**config.mk**
```make
export PLATFORM = sky130hd
export DESIGN_NAME = key_image_checker_top
export DESIGN_NICKNAME = d
export VERILOG_FILES = /design/src/sv/kic_pkg.sv /design/src/sv/kic_verdict.sv /design/src/sv/key_image_checker_top.sv
export SDC_FILE = /design/constraint.sdc
export NUM_CORES = 1
export LEC_CHECK = 0
export ABC_AREA = 1
export BUFFER_PORTS_ARGS = -buffer_cell sky130_fd_sc_hd__buf_2
export CORE_MARGIN = 1.5
export CORE_UTILIZATION = 50
export CTS_CLUSTER_DIAMETER = 60
export CTS_CLUSTER_SIZE = 8
export DETAILED_ROUTE_END_ITERATION = 8
export PLACE_DENSITY = 0.69
export SYNTH_ARGS = -nofsm -noshare
export SYNTH_HDL_FRONTEND = slang
export SYNTH_HIERARCHICAL = 1
export SYNTH_SLANG_ARGS = --single-unit
```
**constraint.sdc**
```tcl
create_clock -name clk -period 5.1 [get_ports clk]
set_clock_uncertainty 0.2 [all_clocks]
set_input_delay 0.765 -clock clk [delete_from_list [all_inputs] [get_ports clk]]
set_output_delay 0.765 -clock clk [all_outputs]
set_load 0.005 [all_outputs]
```
**src/sv/kic_pkg.sv**
```systemverilog
// shared types, constants and the byte-wide crc step for the key image checker
package kic_pkg;

	localparam int MAX_RECORDS_DEF  = 16;
	localparam int RECORD_BYTES_DEF = 64;
	localparam int IMAGE_LIMIT_DEF  = 4096;

	localparam logic [31:0] IMG_MAGIC   = 32'h4B45_5953;
	localparam logic [15:0] IMG_VERSION = 16'h0001;
	localparam logic [31:0] CRC_POLY    = 32'hEDB8_8320;
	localparam logic [31:0] CRC_INIT    = 32'hFFFF_FFFF;
	localparam int          MIN_LEN     = 11;

	// widest expected length: 11 + 255 * 255 fits in 17 bits
	localparam int EXP_W = 17;

	typedef enum logic [2:0] {
		V_OK        = 3'd0,
		V_SHORT     = 3'd1,
		V_MAGIC     = 3'd2,
		V_VERSION   = 3'd3,
		V_COUNT     = 3'd4,
		V_TRUNCATED = 3'd5,
		V_CRC       = 3'd6
	} verdict_t;

	typedef struct packed {
		logic [31:0] word;
		logic [15:0] version;
		logic [7:0]  count;
		logic [31:0] stored;
		logic [31:0] frozen;
	} hdr_t;

	// reflected crc-32, one byte, lsb first
	function automatic logic [31:0] crc_byte(input logic [31:0] crc, input logic [7:0] b);
		logic [31:0] c;
		c = crc ^ {24'd0, b};
		for (int k = 0; k < 8; k++) begin
			c = (c >> 1) ^ (c[0] ? CRC_POLY : 32'd0);
		end
		return c;
	endfunction

endpackage

```
**src/sv/kic_verdict.sv**
```systemverilog
// decision logic: orders the image checks and forms the verdict and count
module kic_verdict #(
	parameter int MAX_RECORDS = kic_pkg::MAX_RECORDS_DEF,
	parameter int IMAGE_LIMIT = kic_pkg::IMAGE_LIMIT_DEF,
	localparam int POS_W = $clog2(IMAGE_LIMIT + 2)
) (
	input  logic [POS_W-1:0]          len,
	input  logic [kic_pkg::EXP_W-1:0] exp_len,
	input  kic_pkg::hdr_t             hdr,
	output kic_pkg::verdict_t         verdict,
	output logic [7:0]                record_count
);

	logic [kic_pkg::EXP_W-1:0] len_x;
	logic                      len_bad;

	assign len_x   = kic_pkg::EXP_W'(len);
	assign len_bad = (exp_len > kic_pkg::EXP_W'(IMAGE_LIMIT))
		|| (len > POS_W'(IMAGE_LIMIT)) || (len_x < exp_len);

	always_comb begin
		priority if (len < POS_W'(kic_pkg::MIN_LEN)) begin
			verdict = kic_pkg::V_SHORT;
		end else if (hdr.word != kic_pkg::IMG_MAGIC) begin
			verdict = kic_pkg::V_MAGIC;
		end else if (hdr.version != kic_pkg::IMG_VERSION) begin
			verdict = kic_pkg::V_VERSION;
		end else if (hdr.count == 8'd0 || hdr.count > 8'(MAX_RECORDS)) begin
			verdict = kic_pkg::V_COUNT;
		end else if (len_bad) begin
			verdict = kic_pkg::V_TRUNCATED;
		end else if (hdr.frozen != hdr.stored) begin
			verdict = kic_pkg::V_CRC;
		end else begin
			verdict = kic_pkg::V_OK;
		end
	end

	assign record_count = (verdict == kic_pkg::V_OK) ? hdr.count : 8'd0;

endmodule

```
**src/sv/key_image_checker_top.sv**
```systemverilog
// Key image checker: takes a stored key-store image one byte per item (tlast on the final
// byte) and returns one verdict item per image with the header record count. Sustained rate
// is one byte per cycle with no gaps between images; a byte goes through an input register,
// where the byte-wide crc step, header capture and length tracking are computed from it,
// and the verdict of the final byte lands in the output register. The output register
// frees the input side while a verdict waits; input stalls only once a second verdict is
// ready behind an untaken one. Bytes past the expected image length are ignored; after
// each verdict the state returns to its reset values for the next image.
module key_image_checker_top #(
	parameter int MAX_RECORDS  = kic_pkg::MAX_RECORDS_DEF,
	parameter int RECORD_BYTES = kic_pkg::RECORD_BYTES_DEF,
	parameter int IMAGE_LIMIT  = kic_pkg::IMAGE_LIMIT_DEF
) (
	input  logic        clk,
	input  logic        arst_n,
	input  logic        s_tvalid,
	output logic        s_tready,
	input  logic [7:0]  s_tdata,   // [7:0] data_byte
	input  logic        s_tlast,   // last_byte
	output logic        m_tvalid,
	input  logic        m_tready,
	output logic [15:0] m_tdata    // [2:0] verdict, [10:3] record_count, rest zero
);

	localparam int POS_W = $clog2(IMAGE_LIMIT + 2);
	localparam int EXP_W = kic_pkg::EXP_W;

	// input register
	logic       valid_s1;
	logic [7:0] byte_s1;
	logic       last_s1;

	logic advance;
	logic out_free;

	// image state
	logic [POS_W-1:0] pos_q;
	logic [31:0]      crc_q;
	logic [EXP_W-1:0] exp_q;
	kic_pkg::hdr_t    hdr_q;

	logic [POS_W-1:0] pos_n;
	logic [31:0]      crc_n;
	logic [EXP_W-1:0] exp_n;
	kic_pkg::hdr_t    hdr_n;
	logic [EXP_W-1:0] pos_x;

	kic_pkg::verdict_t verdict;
	logic [7:0]        record_count;

	assign out_free = !m_tvalid || m_tready;
	assign advance  = valid_s1 && (!last_s1 || out_free);
	assign s_tready = !valid_s1 || advance;

	always_ff @(posedge clk or negedge arst_n) begin
		if (!arst_n) begin
			valid_s1 <= 1'b0;
		end else if (s_tready) begin
			valid_s1 <= s_tvalid;
		end
	end

	always_ff @(posedge clk) begin
		if (s_tready && s_tvalid) begin
			byte_s1 <= s_tdata;
			last_s1 <= s_tlast;
		end
	end

	assign pos_x = EXP_W'(pos_q);

	always_comb begin
		hdr_n = hdr_q;
		crc_n = crc_q;
		exp_n = exp_q;
		if (pos_q < POS_W'(4)) begin
			hdr_n.word = {hdr_q.word[23:0], byte_s1};
		end else if (pos_q < POS_W'(6)) begin
			hdr_n.version = {hdr_q.version[7:0], byte_s1};
		end else if (pos_q == POS_W'(6)) begin
			hdr_n.count = byte_s1;
			exp_n = EXP_W'(kic_pkg::MIN_LEN)
				+ {{(EXP_W-8){1'b0}}, byte_s1} * EXP_W'(RECORD_BYTES);
		end
		// bytes before the last four feed the crc, the last four are the stored crc
		if (pos_q <= POS_W'(IMAGE_LIMIT)) begin
			if (pos_x + EXP_W'(4) < exp_q) begin
				crc_n = kic_pkg::crc_byte(crc_q, byte_s1);
			end else if (pos_x < exp_q) begin
				if (pos_x + EXP_W'(4) == exp_q) begin
					hdr_n.frozen = ~crc_q;
				end
				hdr_n.stored = {hdr_q.stored[23:0], byte_s1};
			end
		end
		pos_n = (pos_q < POS_W'(IMAGE_LIMIT + 1)) ? pos_q + POS_W'(1) : pos_q;
	end

	kic_verdict #(
		.MAX_RECORDS(MAX_RECORDS),
		.IMAGE_LIMIT(IMAGE_LIMIT)
	) u_verdict (
		.len         (pos_n),
		.exp_len     (exp_n),
		.hdr         (hdr_n),
		.verdict     (verdict),
		.record_count(record_count)
	);

	always_ff @(posedge clk or negedge arst_n) begin
		if (!arst_n) begin
			pos_q <= '0;
			crc_q <= kic_pkg::CRC_INIT;
			exp_q <= EXP_W'(kic_pkg::MIN_LEN);
			hdr_q <= '0;
		end else if (advance) begin
			if (last_s1) begin
				pos_q <= '0;
				crc_q <= kic_pkg::CRC_INIT;
				exp_q <= EXP_W'(kic_pkg::MIN_LEN);
				hdr_q <= '0;
			end else begin
				pos_q <= pos_n;
				crc_q <= crc_n;
				exp_q <= exp_n;
				hdr_q <= hdr_n;
			end
		end
	end

	// output register
	always_ff @(posedge clk or negedge arst_n) begin
		if (!arst_n) begin
			m_tvalid <= 1'b0;
		end else if (out_free) begin
			m_tvalid <= advance && last_s1;
		end
	end

	always_ff @(posedge clk) begin
		if (out_free && advance && last_s1) begin
			m_tdata <= {5'd0, record_count, verdict};
		end
	end

	// a passing image always carries a nonzero count, a failing one carries zero
	a_ok_count: assert property (@(posedge clk) disable iff (!arst_n)
		m_tvalid && m_tdata[2:0] == kic_pkg::V_OK |-> m_tdata[10:3] != 8'd0)
		else $error("ok verdict with zero record count");

	a_fail_count: assert property (@(posedge clk) disable iff (!arst_n)
		m_tvalid && m_tdata[2:0] != kic_pkg::V_OK |-> m_tdata[10:3] == 8'd0)
		else $error("failed verdict with nonzero record count");

	a_verdict_range: assert property (@(posedge clk) disable iff (!arst_n)
		m_tvalid |-> m_tdata[2:0] != 3'd7 && m_tdata[15:11] == 5'd0)
		else $error("verdict code out of range");

	// position saturates and restarts after each final byte
	a_pos_sat: assert property (@(posedge clk) disable iff (!arst_n)
		pos_q <= POS_W'(IMAGE_LIMIT + 1))
		else $error("byte position past saturation");

	a_pos_restart: assert property (@(posedge clk) disable iff (!arst_n)
		advance && last_s1 |=> pos_q == '0 && crc_q == kic_pkg::CRC_INIT)
		else $error("state not cleared after final byte");

endmodule
```
* Word level (Yosys, flattened, before mapping)
Index checks and enable logic that the tools add are counted.
W data, S select, Z words.
** Word-level totals
- Output and inout port bits :: 18
- Logic and storage cells :: 95
- Register bits :: 204
** Operators by class
- Equality and inequality tests :: 5
- Multiplexer cells :: 33
- Reduce and logical (&&, ||, !) cells :: 19
- Add/subtract/negate cells :: 3
- Order comparisons :: 11
- Bitwise gates (word level) :: 10
** Operators with widths (number)
- $mux W32 :: 13
- $xor A31 B32 Y32 :: 8
- $mux W64 :: 3
- $mux W120 :: 1
- $mux W17 :: 4
- $lt A13 B17 Y1 :: 2
- $ne A32 B31 Y1 const B :: 1
- $ne A32 B32 Y1 :: 1
- $not A32 Y32 :: 1
- $xor A32 B8 Y32 :: 1
- $lt A13 B3 Y1 const B :: 2
- $mux W13 :: 2
- $mux W24 :: 1
- $mux W3 :: 6
- $eq A14 B17 Y1 :: 1
- $gt A17 B13 Y1 const B :: 1
- $lt A17 B17 Y1 :: 1
- $mux W16 :: 1
- $mux W8 :: 2
- $ne A16 B1 Y1 const B :: 1
- $add A4 B14 Y15 const A :: 1
- $add A13 B3 Y14 const B :: 1
- $add A13 B1 Y13 const B :: 1
- $eq A13 B3 Y1 const B :: 1
- other kinds (12) :: 24

* Logic depth before layout (Yosys ltp)
Gate-level depths: netlist of the first run.
- Depth after elaboration :: 20
- Depth in mapped cells :: 31

* Cells and area by module
Netlist of the first run, hierarchy kept.
** By module, submodules not included
- key_image_checker_top :: instances 1, area an instance 11863.9 um2, sequential area each 5248.8 um2, cells each 1558
- kic_verdict :: instances 1, area an instance 1521.5 um2, sequential area each 0.0 um2, cells each 320

* Worst setup path after synthesis of the first run
OpenSTA, ideal clock, no wires.
- Path type :: reg2reg
- From :: reg pos_q[2]
- To :: reg m_tdata[3] (data pin)
- Arrival time :: 3788 ps
- Cell stages (with the launch flop) :: 28
- Slack :: 972 ps
- Cells stage by stage :: dfrtp_1 ha_1 nand2_1 nor3_1 nand3_1 xor2_1 ha_1 nand2_1 inv_1 nand3_1 nor2_1 nand3_1 nand3_2 buf_2 buf_2 nand4_1 and2_1 inv_1 nand2_1 nand2_1 nand2_1 nor2_1 nand2_1 nor2_1 nand3_1 o21bai_4 nand4_4 nor2_1
** RTL lines
- from (decl) :: RTL line key_image_checker_top.sv:37 : logic [POS_W-1:0] pos_q;
- from (signal assigned) :: RTL line key_image_checker_top.sv:123 : pos_q <= pos_n;
- to (signal assigned) :: RTL line key_image_checker_top.sv:142 : m_tdata <= {5'd0, record_count, verdict};
- to (decl) :: RTL line key_image_checker_top.sv:22 : output logic [15:0] m_tdata

==> results of run 1 <==
[stage by stage]
stage | utilization [%] | instance area, sq um | setup slack, ns
global placement | 52.6 | 13700 | 0.439
detailed placement | 52.6 | 13700 | 0.305
global route | 56.2 | 14700 | 0.0127
finish | 56.2 | 14700 | 0.504
CTS | 56.0 | 14600 | 0.290
floorplan | - | 13400 | 0.972
[per-layer routing]
metal | GRT usage, % | share of wire, % | up-vias
met5 | 0 | 0 | -
met4 | 6.60 | 2.4 | 0
met3 | 3.16 | 6.3 | 57
met2 | 37.9 | 43 | 308
met1 | 38.0 | 48 | 5417
li1 | - | - | 5875
[power by group through the flow]
stage,logic (W),registers [W],clock network [W]
finish,0.00245,0.00220,0.00188
detailed placement,0.00240,0.00222,0
global route,0.00278,0.00223,0.00198
floorplan,0.00191,0.00213,0
global placement,0.00236,0.00222,0
CTS,0.00242,0.00220,0.00192
[worst paths after layout]
path | start | to | slack (ns) | depth (start not counted)
worst max-delay path | pos_q[6]$_DFFE_PN0P_ | m_tdata[4]$_DFFE_PP_ | 0.50 | 31
worst min-delay path | arst_n | hdr_q[104]$_DFFE_PN0P_ | 0.15 | 1
worst max register to register | pos_q[6]$_DFFE_PN0P_ | m_tdata[4]$_DFFE_PP_ | 0.50 | 31
worst min register to register | hdr_q[2]$_DFFE_PN0P_ | hdr_q[2]$_DFFE_PN0P_ | 0.28 | 2
max in group asynchronous | arst_n | hdr_q[26]$_DFFE_PN0P_ | 3.44 | 2
min in group clk | s_tlast | last_s1$_DFFE_PP_ | 0.19 | 1
[flip-flops by register name, summed over array words and instances, names as in the netlist]
name / flops
m_tdata: 11
byte_s1: 8
crc_q: 32
m_tvalid: 1
pos_q: 13
last_s1: 1
exp_q: 17
valid_s1: 1
hdr_q: 120
[kinds of logic (layout without fill, tap and decap cells)]
| logic type | Yosys count | after routing | synth area share (%) |
|---|---|---|---|
| adder cells (fa/ha/maj) | 40 | 40 | 3.74 |
| XOR/XNOR | 88 | 88 | 5.81 |
| flip-flops | 204 | 204 | 39.2 |
| buffers and inverters | 433 | 449 | 12.9 |
| AO/OA/AOI/OAI | 227 | 227 | 9.23 |
| AND/OR/NAND/NOR | 884 | 884 | 29.0 |
| other | 2 | 8 | 0.0561 |
[cell type report]
class / count / area share (%)
Clock buffer: 47 / 5.76
Clock inverter: 2 / 0.315
Inverter: 355 / 9.08
Multi-Input combinational cell: 1247 / 44.1
Sequential cell: 204 / 35.8
Tap cell: 335 / 2.86
Timing Repair Buffer: 45 / 2.15
[cells in the final DEF (no fill, tap or decap), types with 2 or more instances in the layout]
master,netlist,layout
buf_4,9,16
xor2_1,53,53
or2_2,4,4
o22ai_1,57,57
ha_1,40,40
edfxtp_1,20,20
a21oi_1,35,35
nand3_4,0,2
nand3_1,133,133
nor3_1,12,11
nand2_2,4,6
buf_2,22,24
nor4_1,2,2
clkbuf_1,33,14
nand4_1,48,48
and2_1,65,65
dfrtp_1,149,149
inv_1,353,352
o211ai_1,2,2
xnor2_1,34,34
buf_8,0,2
nand2_1,492,490
dfstp_2,35,35
nor3_2,1,2
clkbuf_16,0,30
inv_2,2,3
nand3b_1,2,2
conb_1,2,8
clkbuf_8,0,4
nand3_2,4,2
nor2_2,7,7
o21ai_0,127,127
nor2_4,0,2
o21ai_1,2,2
nor2_1,108,106
[what timing repair did]
action / in CTS / in global routing
endpoints found under the setup margin: 0 / 7
endpoints found under the hold margin: 0 / 0
gates resized for setup: 0 / 11
hold buffers: 0 / 0
==> out/qor.yml, run 1 <==
drt:
  drt-vias-per-instance: 5.22
  drtAntennaViolNets: 0
  num_vias: 11657
  firstDrtPassIters: 5
  wl_per_cell_microns: 15.4
  drc: 0
  wl_mm: 34.5
  drt_iter0_drc: 894
synth:
  ys_types: 39
  syn_inst: 1878
  synthFlopType: "dfrtp_1"
  yosysSeqAreaShare_pct: 39.2
  syn_avg_cell_area_sq_um: 7.13
  yosysMostFrequentCell: "nand2_1"
  synth_area_leaders: "dfrtp_1 (28%), nand2_1 (14%), inv_1 (9.9%)"
  synth_edf_count: 20
  synth_common_cells: "nand2_1 (492), inv_1 (353), dfrtp_1 (149), nand3_1 (133), o21ai_0 (127)"
  synth_seq_cells: 204
  syn_area_sq_um: 13400
  synth_top_area_share_pct: 27.9
  synth-async-reset-ratio_pct: 90.2
  yosysTopAreaCell: "dfrtp_1"
  yosysWarnings: 6
final_layout:
  stdcell_count: 2235
  multiInputGateArea_sq_um: 6470
  nNetsFinal: 1936
  n_fill_cell: 2497
  area_growth_pct: 9.63
  regArea_sq_um: 5250
  diodes: 0
  drive_gt1_share_pct: 7.74
clock_tree:
  cts_tree: "built"
  cts_buffer_depth: 3
  cts_root_buf: "clkbuf_16"
  cts-htree-levels: 1
  numCtsBuffers: 30
  postCtsSetupRepairBufs: 0
  clkTransAtPathRegs_ns: 0.05
  clock_latency_ns: 0.55
  clock-sinks: 204
sta:
  finalSetupTns_ns: 0
  setup_viol: 0
  relSlewSlack_pct: 31.6
  grt_setup_unrepaired: "no"
  hold_viol: 0
  tightest_slew_ns: 1.03
  max_clock_freq_ghz: 0.218
  period_share_pct: 90.1
  fin_hold_ws_ns: 0.155
  fin_crit_ns: 4.60
  timing.final.max_slew_violations: 0
global_routing:
  grtUsageTotal_pct: 25.1
  grt_pass1_vias: 10877
  grt_first_pass_wirelength_mm: 56.5
  grt-ovfl-total: 0
  grt_max_degree: 118
  grt_antenna_before_repair: 0
pwr:
  p_int_w: 0.00405
  swShare_pct: 38.0
  total_leakage_power_nw: 7.73
  clockPowerShare_pct: 28.8
  ir_drop_mv: 0.346
  seqPwrFrac_pct: 33.8
  p_per_area_nw_per_um2: 445
  switching_power_w: 0.00248
  finalPower_w: 0.00653
  p_comb_share_pct: 37.5
place:
  gp_congestion: 0.911
  port_buffers: 25
  post-place-cells: 2186
  dp_hpwl_mm: 24.1
die:
  design.core.area_sq_um: 26100
  initial_core_util_pct: 51.2
  dieHeight_microns: 167
  die_w_microns: 167
  die_area_sq_um: 27800
  ioPinCount: 31
  row_count: 59
setup_path:
  cp_common_cell: "nand2_1"
  crit_type: "flop to flop"
  slowest_stage: "dfrtp_1"
  worst_setup_path_start_kind: "flop"
  max_stage_delay_ns: 0.46
  crit_path_max_fanout: 19
  path_delay_family: "simple AND/OR/NAND/NOR gates"
  cp.arrival_ns: 4.80
  setup.worst_path.end_class: "flop"
  worst-path-buf-inv: 5
  required_ns: 5.31
min_path:
  hold_path_class: "input port to asynchronous set/reset pin"
run_status:
  status: "completed"
flow_run:
  cap_violations: 0
Note: power is estimated with default switching activity, not from simulation.
==> run 2: changes to the inputs <==
Settings changed: BUFFER_PORTS_ARGS -buffer_cell sky130_fd_sc_hd__buf_2 to unset, CTS_CLUSTER_SIZE 8 to 24, DONT_BUFFER_PORTS set to 1, PLACE_DENSITY 0.69 to 0.68, SKIP_LAST_GASP set to 1.
==> out/qor.yml, run 2 (synthesized netlist as in run 1, its figures left out) <==
run_status:
  status: "finished with violations"
  violations: "negative hold slack"
place:
  gp_congestion: 0.968  # +6.3%
  dp_hpwl_mm: 24.6  # +2.1%
  port_buffers: 0  # -100%
  placed_area_sq_um: 13600  # -0.90%
drt:
  num_vias: 11599  # -0.50%
  met2WireLength_mm: 16.1  # +8.4%
  wl_met1_mm: 15.8  # -5.6%
  drt_iter0_drc: 998  # +12%
  maxUsedRoutingLayer: "met4"
  drtAntennaViolNets: 0  # unchanged
  route.met3.wl_mm: 1.80  # -17%
  drc: 0  # unchanged
  wl_per_cell_microns: 15.7  # +1.8%
  wl_mm: 34.7  # +0.59%
  firstDrtPassIters: 5  # unchanged
  drt-vias-per-instance: 5.25  # +0.67%
setup_path:
  crit_path_max_fanout: 23  # +4
  critPathLaunch: "pos_q[3]$_DFFE_PN0P_"
  reg2reg_from: "pos_q[3]$_DFFE_PN0P_"
  crit_type: "flop to flop"
  cp.arrival_ns: 4.97  # +0.17 ns
  setup.worst_path.end_class: "flop"
  worst_setup_path_start_kind: "flop"
  required_ns: 5.27  # -0.04 ns
global_routing:
  grt_max_degree: 185  # +57%
  grtUsageTotal_pct: 25.2  # +0.027 points
  grt_first_pass_wirelength_mm: 56.2  # -0.41%
  grt_pass1_vias: 10900  # +0.21%
  grt-ovfl-total: 0  # unchanged
  grt_antenna_before_repair: 1  # +1
final_layout:
  fin_util_pct: 55.6  # -0.51 points
  largest_reg_flops: 120  # unchanged
  largest_register: "hdr_q"
  largest_registers: "hdr_q: 120 flops, crc_q: 32 flops, exp_q: 17 flops"
  nNetsFinal: 1911  # -1.3%
  diodes: 0  # unchanged
  final_area_sq_um: 14500  # -0.90%
  area_growth_pct: 8.64
  final_cell_mix: "nand2_1 (491), inv_1 (352), dfrtp_1 (149)"
  final_common_cell: "nand2_1"
  drive_gt1_share_pct: 7.04  # -0.69 points
sta:
  fin_hold_ws_ns: -0.0260  # -0.181 ns
  setup_viol: 0  # unchanged
  period_share_pct: 94.1  # +4.0 points
  finalSetupTns_ns: 0  # unchanged
  fin_crit_ns: 4.80  # +0.202 ns
  hold_viol: 2  # +2
  grt_setup_unrepaired: "no"
  timing.final.max_slew_violations: 0  # unchanged
  max_clock_freq_ghz: 0.208  # -4.2%
  relSlewSlack_pct: 36.8  # +5.2 points
  tightest_slew_ns: 0.948  # -0.0782 ns
clock_tree:
  clock_latency_ns: 0.52  # -0.03 ns
  cts_root_buf: "clkbuf_16"
  cts-htree-levels: 1  # unchanged
  cts_buffer_depth: 3  # unchanged
  cts_tree: "built"
  clkTransAtPathRegs_ns: 0.07  # +0.02 ns
  clock-sinks: 204  # unchanged
  numCtsBuffers: 23  # -23%
pwr:
  p_per_area_nw_per_um2: 440  # -1.1%
  total_leakage_power_nw: 7.64  # -1.2%
  ir_drop_mv: 0.391  # +13%
  finalPower_w: 0.00640  # -2.0%
die:
  row_count: 59  # unchanged
  design.core.area_sq_um: 26100  # unchanged
  dieHeight_microns: 167  # unchanged
  die_w_microns: 167  # unchanged
  initial_core_util_pct: 51.2  # unchanged
  ioPinCount: 31  # unchanged
  die_area_sq_um: 27800  # unchanged
min_path:
  hold_path_class: "input port to asynchronous set/reset pin"
flow_run:
  cap_violations: 0  # unchanged
-- run 2: changes by cell type in the layout (fill, tap and decap cells not counted), moves of 2 or more --
cell | previous run | this run
clkinv_8 | 1 | 5
clkinv_4 | 0 | 2
buf_8 | 2 | 0
clkbuf_8 | 4 | 2
buf_2 | 24 | 0
clkbuf_16 | 30 | 23
clkbuf_1 | 14 | 2
buf_4 | 16 | 24
-- run 2: power breakdown --
| group | switching (W) | internal, W | total (W) |
|---|---|---|---|
| registers | 0.000203 | 0.00198 | 0.00218 |
| logic | 0.00154 | 0.000900 | 0.00244 |
| clock network | 0.000773 | 0.000999 | 0.00177 |
-- run 2: stage by stage --
stage          std cells  setup WS [ns]
2_1_floorplan       1884          0.972
5_1_grt             2209        0.00312
3_5_place_dp        2161          0.170
3_3_place_gp        2161          0.351
6_report            2209          0.303
4_1_cts             2202          0.149
-- run 2: layout make-up --
type                    count  area, sq um
fillers                  2474        11600
inverters                 355         1330
flip-flops and latches    204         5250
well taps                 335          419
repair buffers             27          248
clock buffers              27          611
multi-input cells        1247         6470
clock inverters            14          208
-- run 2: per-layer routing --
| metal | vias to the layer above | global-route usage (%) |
|---|---|---|
| met5 | - | 0 |
| met4 | 0 | 8.06 |
| met3 | 72 | 2.85 |
| met2 | 310 | 41.2 |
| met1 | 5383 | 35.0 |
| li1 | 5834 | - |
-- run 2: final timing paths --
path,endpoint,slack [ns],depth (start not counted)
min in group clk,byte_s1[1]$_DFFE_PP_,0.14,0
setup reg to reg,m_tdata[5]$_DFFE_PP_,0.30,26
max in group asynchronous,hdr_q[80]$_DFFE_PN0P_,3.92,1
hold reg to reg,hdr_q[20]$_DFFE_PN0P_,0.28,2
hold / removal,exp_q[5]$_DFFE_PN0P_,-0.03,1
setup / recovery,m_tdata[5]$_DFFE_PP_,0.30,26
-- run 2: worst max-delay path, cell delays in order (launching register included) --
cell and delay [ns]:
dfrtp_1 0.45, ha_1 0.25, nand2_1 0.14, nor3_2 0.22, nand3_1 0.13, xor2_1 0.17, ha_1 0.30, nand2_1 0.05
inv_1 0.09, nand3_1 0.07, nor2_1 0.16, nand2_1 0.08, nor2_1 0.34, buf_4 0.34, nand4_1 0.16, and2_1 0.21
nand2_1 0.16, nand4_1 0.16, nor2_1 0.15, nand2_1 0.08, nor2_2 0.20, nand2_1 0.08, nand2_1 0.07, nor2_1 0.05
nor2_2 0.15, nand4_4 0.12, nor2_1 0.12
-- run 2: timing repair --
item                                    4_1_cts  5_1_grt
hold endpoints to repair                    184      163
buffers inserted                              0        5
endpoints found under the setup margin        0        7
resized for setup                             0        4
==> run 3: changes to the inputs <==
Settings changed: ABC_AREA 1 to 0.
==> out/qor.yml, run 3 <==
final_layout:
  multiInputGateArea_sq_um: 7020  # +8.5%
  largest_registers: "hdr_q: 120 flops, crc_q: 32 flops, exp_q: 17 flops"
  diodes: 0  # unchanged
  final_common_cell: "dfrtp_1"
  largest_reg_flops: 120  # unchanged
  regArea_sq_um: 5250  # unchanged
  largest_register: "hdr_q"
  stdcell_count: 1624  # -26%
  fin_util_pct: 55.7  # about the same
  drive_gt1_share_pct: 21.0  # +14 points
  area_growth_pct: 9.01
  final_cell_mix: "dfrtp_1 (149), nand2_1 (145), o21ai_0 (82)"
  nNetsFinal: 1334  # -30%
  n_fill_cell: 2194  # -11%
synth:
  synth_seq_cells: 204  # unchanged
  yosysSeqAreaShare_pct: 40.7  # +1.5 points
  syn_area_sq_um: 12900  # -3.6%
  yosysWarnings: 6  # unchanged
  syn_avg_cell_area_sq_um: 9.92  # +39%
  synth_common_cells: "dfrtp_1 (149), nand2_1 (146), o21ai_0 (82), mux2_2 (80), clkbuf_1 (73)"
  synth-async-reset-ratio_pct: 90.2  # unchanged
  ys_types: 67  # +72%
  synth_edf_count: 20  # unchanged
  synth_top_area_share_pct: 28.9  # +1.1 points
  yosysMostFrequentCell: "dfrtp_1"
  syn_inst: 1300  # -31%
  synthFlopType: "dfrtp_1"
  yosysTopAreaCell: "dfrtp_1"
  synth_area_leaders: "dfrtp_1 (29%), dfstp_2 (7.1%), mux2_2 (7.0%)"
die:
  ioPinCount: 31  # unchanged
  design.core.area_sq_um: 25300  # -3.4%
  die_w_microns: 164  # -1.8%
  dieHeight_microns: 164  # -1.8%
  row_count: 58  # -1.7%
  initial_core_util_pct: 51.1  # -0.15 points
  die_area_sq_um: 26800  # -3.6%
clock_tree:
  clock-sinks: 204  # unchanged
  numCtsBuffers: 19  # -17%
  cts_tree: "built"
  cts_root_buf: "clkbuf_16"
  cts-htree-levels: 1  # unchanged
  cts_buffer_depth: 3  # unchanged
  clock_latency_ns: 0.52  # about the same
  clkTransAtPathRegs_ns: 0.08  # about the same
drt:
  drtAntennaViolNets: 0  # unchanged
  wl_mm: 31.5  # -9.2%
  drt-vias-per-instance: 5.91  # +13%
  drc: 0  # unchanged
  num_vias: 9598  # -17%
  firstDrtPassIters: 5  # unchanged
  wl_per_cell_microns: 19.4  # +23%
  drt_iter0_drc: 804  # -19%
min_path:
  hold_path_class: "input port to asynchronous set/reset pin"
global_routing:
  grt_first_pass_wirelength_mm: 50.2  # -11%
  grtUsageTotal_pct: 23.5  # -1.7 points
  grt_pass1_vias: 9150  # -16%
  grt_antenna_before_repair: 0  # -1
  use_met1_pct: 34.0  # -0.97 points
  use_met2_pct: 37.2  # -4.0 points
  grt-ovfl-total: 0  # unchanged
  grt_most_used_layer: "met2"
  met3_usage_pct: 2.64  # -0.21 points
  grt_max_degree: 185  # unchanged
setup_path:
  crit_path_max_fanout: 15  # -35%
  slowest_stage: "mux2i_1"
  worst-path-buf-inv: 4  # +2
  cp.arrival_ns: 4.98  # about the same
  worst_setup_path_start_kind: "flop"
  rrSetupSlack_ns: 0.25  # -0.05 ns
  required_ns: 5.23  # -0.04 ns
  crit_type: "flop to flop"
  crit_chain: "and4_1 > and4_1 > nand3_1 > xnor2_1 > ha_1 > nand3_1 > buf_4 > nor2_1 > a2111oi_2 > o21a_2 > buf_4 > nor3_4 > buf_12 > buf_12 > mux2i_1 > xor2_1 > nor4_1 > nand4_1 > or2_4 > nor4_1"
  setup.worst_path.end_class: "flop"
  max_stage_delay_ns: 0.36  # -0.09 ns
  path_delay_family: "simple AND/OR/NAND/NOR gates"
pwr:
  total_leakage_power_nw: 5.91  # -23%
  clockPowerShare_pct: 21.8  # -5.9 points
  ir_drop_mv: 0.591  # +51%
  p_comb_share_pct: 40.9  # +2.7 points
  swShare_pct: 38.2  # -1.2 points
  p_per_area_nw_per_um2: 475  # +7.9%
  seqPwrFrac_pct: 37.3  # +3.2 points
  switching_power_w: 0.00255  # +1.1%
  p_int_w: 0.00413  # +6.4%
sta:
  fin_crit_ns: 4.85  # +0.0536 ns
  fin_hold_ws_ns: -0.269  # -0.243 ns
  period_share_pct: 95.1  # +1.1 points
  relSlewSlack_pct: 16.2  # -21 points
  grt_setup_unrepaired: "no"
  timing.final.max_slew_violations: 0  # unchanged
  setup_viol: 0  # unchanged
  tightest_slew_ns: 1.26  # +0.309 ns
  max_clock_freq_ghz: 0.206  # -1.1%
  hold_viol: 153  # +151
run_status:
  status: "finished with violations"
  violations: "negative hold slack"
place:
  dp_hpwl_mm: 20.7  # -16%
  post-place-cells: 1578  # -27%
  gp_congestion: 0.876  # -9.5%
  port_buffers: 0  # unchanged
flow_run:
  cap_violations: 0  # unchanged
==> run 3: cell types whose count changed after synthesis, moves of 36 or more <==
cell	previous run	this run
a22oi_1	0	48
and2_1	65	12
clkbuf_1	33	73
inv_1	353	72
mux2_2	0	80
nand2_1	492	146
nand2b_1	0	38
nand3_1	133	9
nand4_1	48	12
nor2_1	108	25
o21ai_0	127	82
o22ai_1	57	2
==> run 3: what timing repair did <==
action	in CTS	in global routing
hold endpoints to repair	184	184
setup buffers	0	10
pin swaps	1	3
endpoints found under the setup margin	7	7
resized for setup	2	6
gates cloned	0	2
==> run 3: path summary, 6_finish.rpt <==
path | from | cells after the start | end
worst min register to register | exp_q[5]$_DFFE_PN0P_ | 1 | exp_q[5]$_DFFE_PN0P_
worst max register to register | pos_q[5]$_DFFE_PN0P_ | 20 | m_tdata[6]$_DFFE_PP_
worst min-delay path | arst_n | 0 | hdr_q[100]$_DFFE_PN0P_
worst max-delay path | pos_q[5]$_DFFE_PN0P_ | 20 | m_tdata[6]$_DFFE_PP_
min in group clk | s_tlast | 0 | last_s1$_DFFE_PP_
max in group asynchronous | arst_n | 0 | crc_q[13]$_DFFE_PN1P_
==> run 3: cell families (layout without fill, tap and decap cells) <==
group | Yosys count | in the layout | share of synthesized area [%]
muxes | 112 | 112 | 9.47
buffers and inverters | 177 | 164 | 5.76
other | 2 | 8 | 0.0582
xor gates and xnor gates | 121 | 121 | 8.51
and+or+nand+nor | 311 | 312 | 12.6
DFF | 204 | 204 | 40.7
AOI/OAI and AO/OA | 333 | 333 | 19.0
adders and majority gates | 40 | 40 | 3.88
==> run 3: per-layer routing <==
layer	wire, microns	up-vias	part of all wire (%)
met5	0	-	0
met4	763	0	2.4
met3	1190	45	3.8
met2	14700	183	47
met1	14900	4779	47
li1	-	4591	-
==> run 3: per-stage QoR <==
stage               setup WS (ns)  cell area (sq um)  hold slack, ns  power [W]  TNS [ns]
floorplan                   0.336              12900           0.250    0.00457         0
global placement           -0.255              13300           0.262    0.00511     -1.20
detailed placement         -0.392              13300           0.271    0.00517     -1.95
CTS                       0.00150              13900          -0.279    0.00664         0
global route              0.00472              14100          -0.282    0.00706         0
finish                      0.249              14100          -0.269    0.00667         0
==> run 3: final cells by class <==
type | count | share of cell area (%)
timing repair buffer | 58 | 3.40
inverter | 72 | 1.92
multi-input combinational | 926 | 50.0
clock inverter | 14 | 1.05
tap | 330 | 2.94
clock buffer | 20 | 3.41
sequential | 204 | 37.3
==> run 3: power by group through the flow <==
stage / clock (W) / combinational [W] / sequential, W
detailed placement: 0 / 0.00267 / 0.00250
finish: 0.00145 / 0.00273 / 0.00249
floorplan: 0 / 0.00223 / 0.00234
global route: 0.00155 / 0.00297 / 0.00254
CTS: 0.00148 / 0.00268 / 0.00248
global placement: 0 / 0.00262 / 0.00249
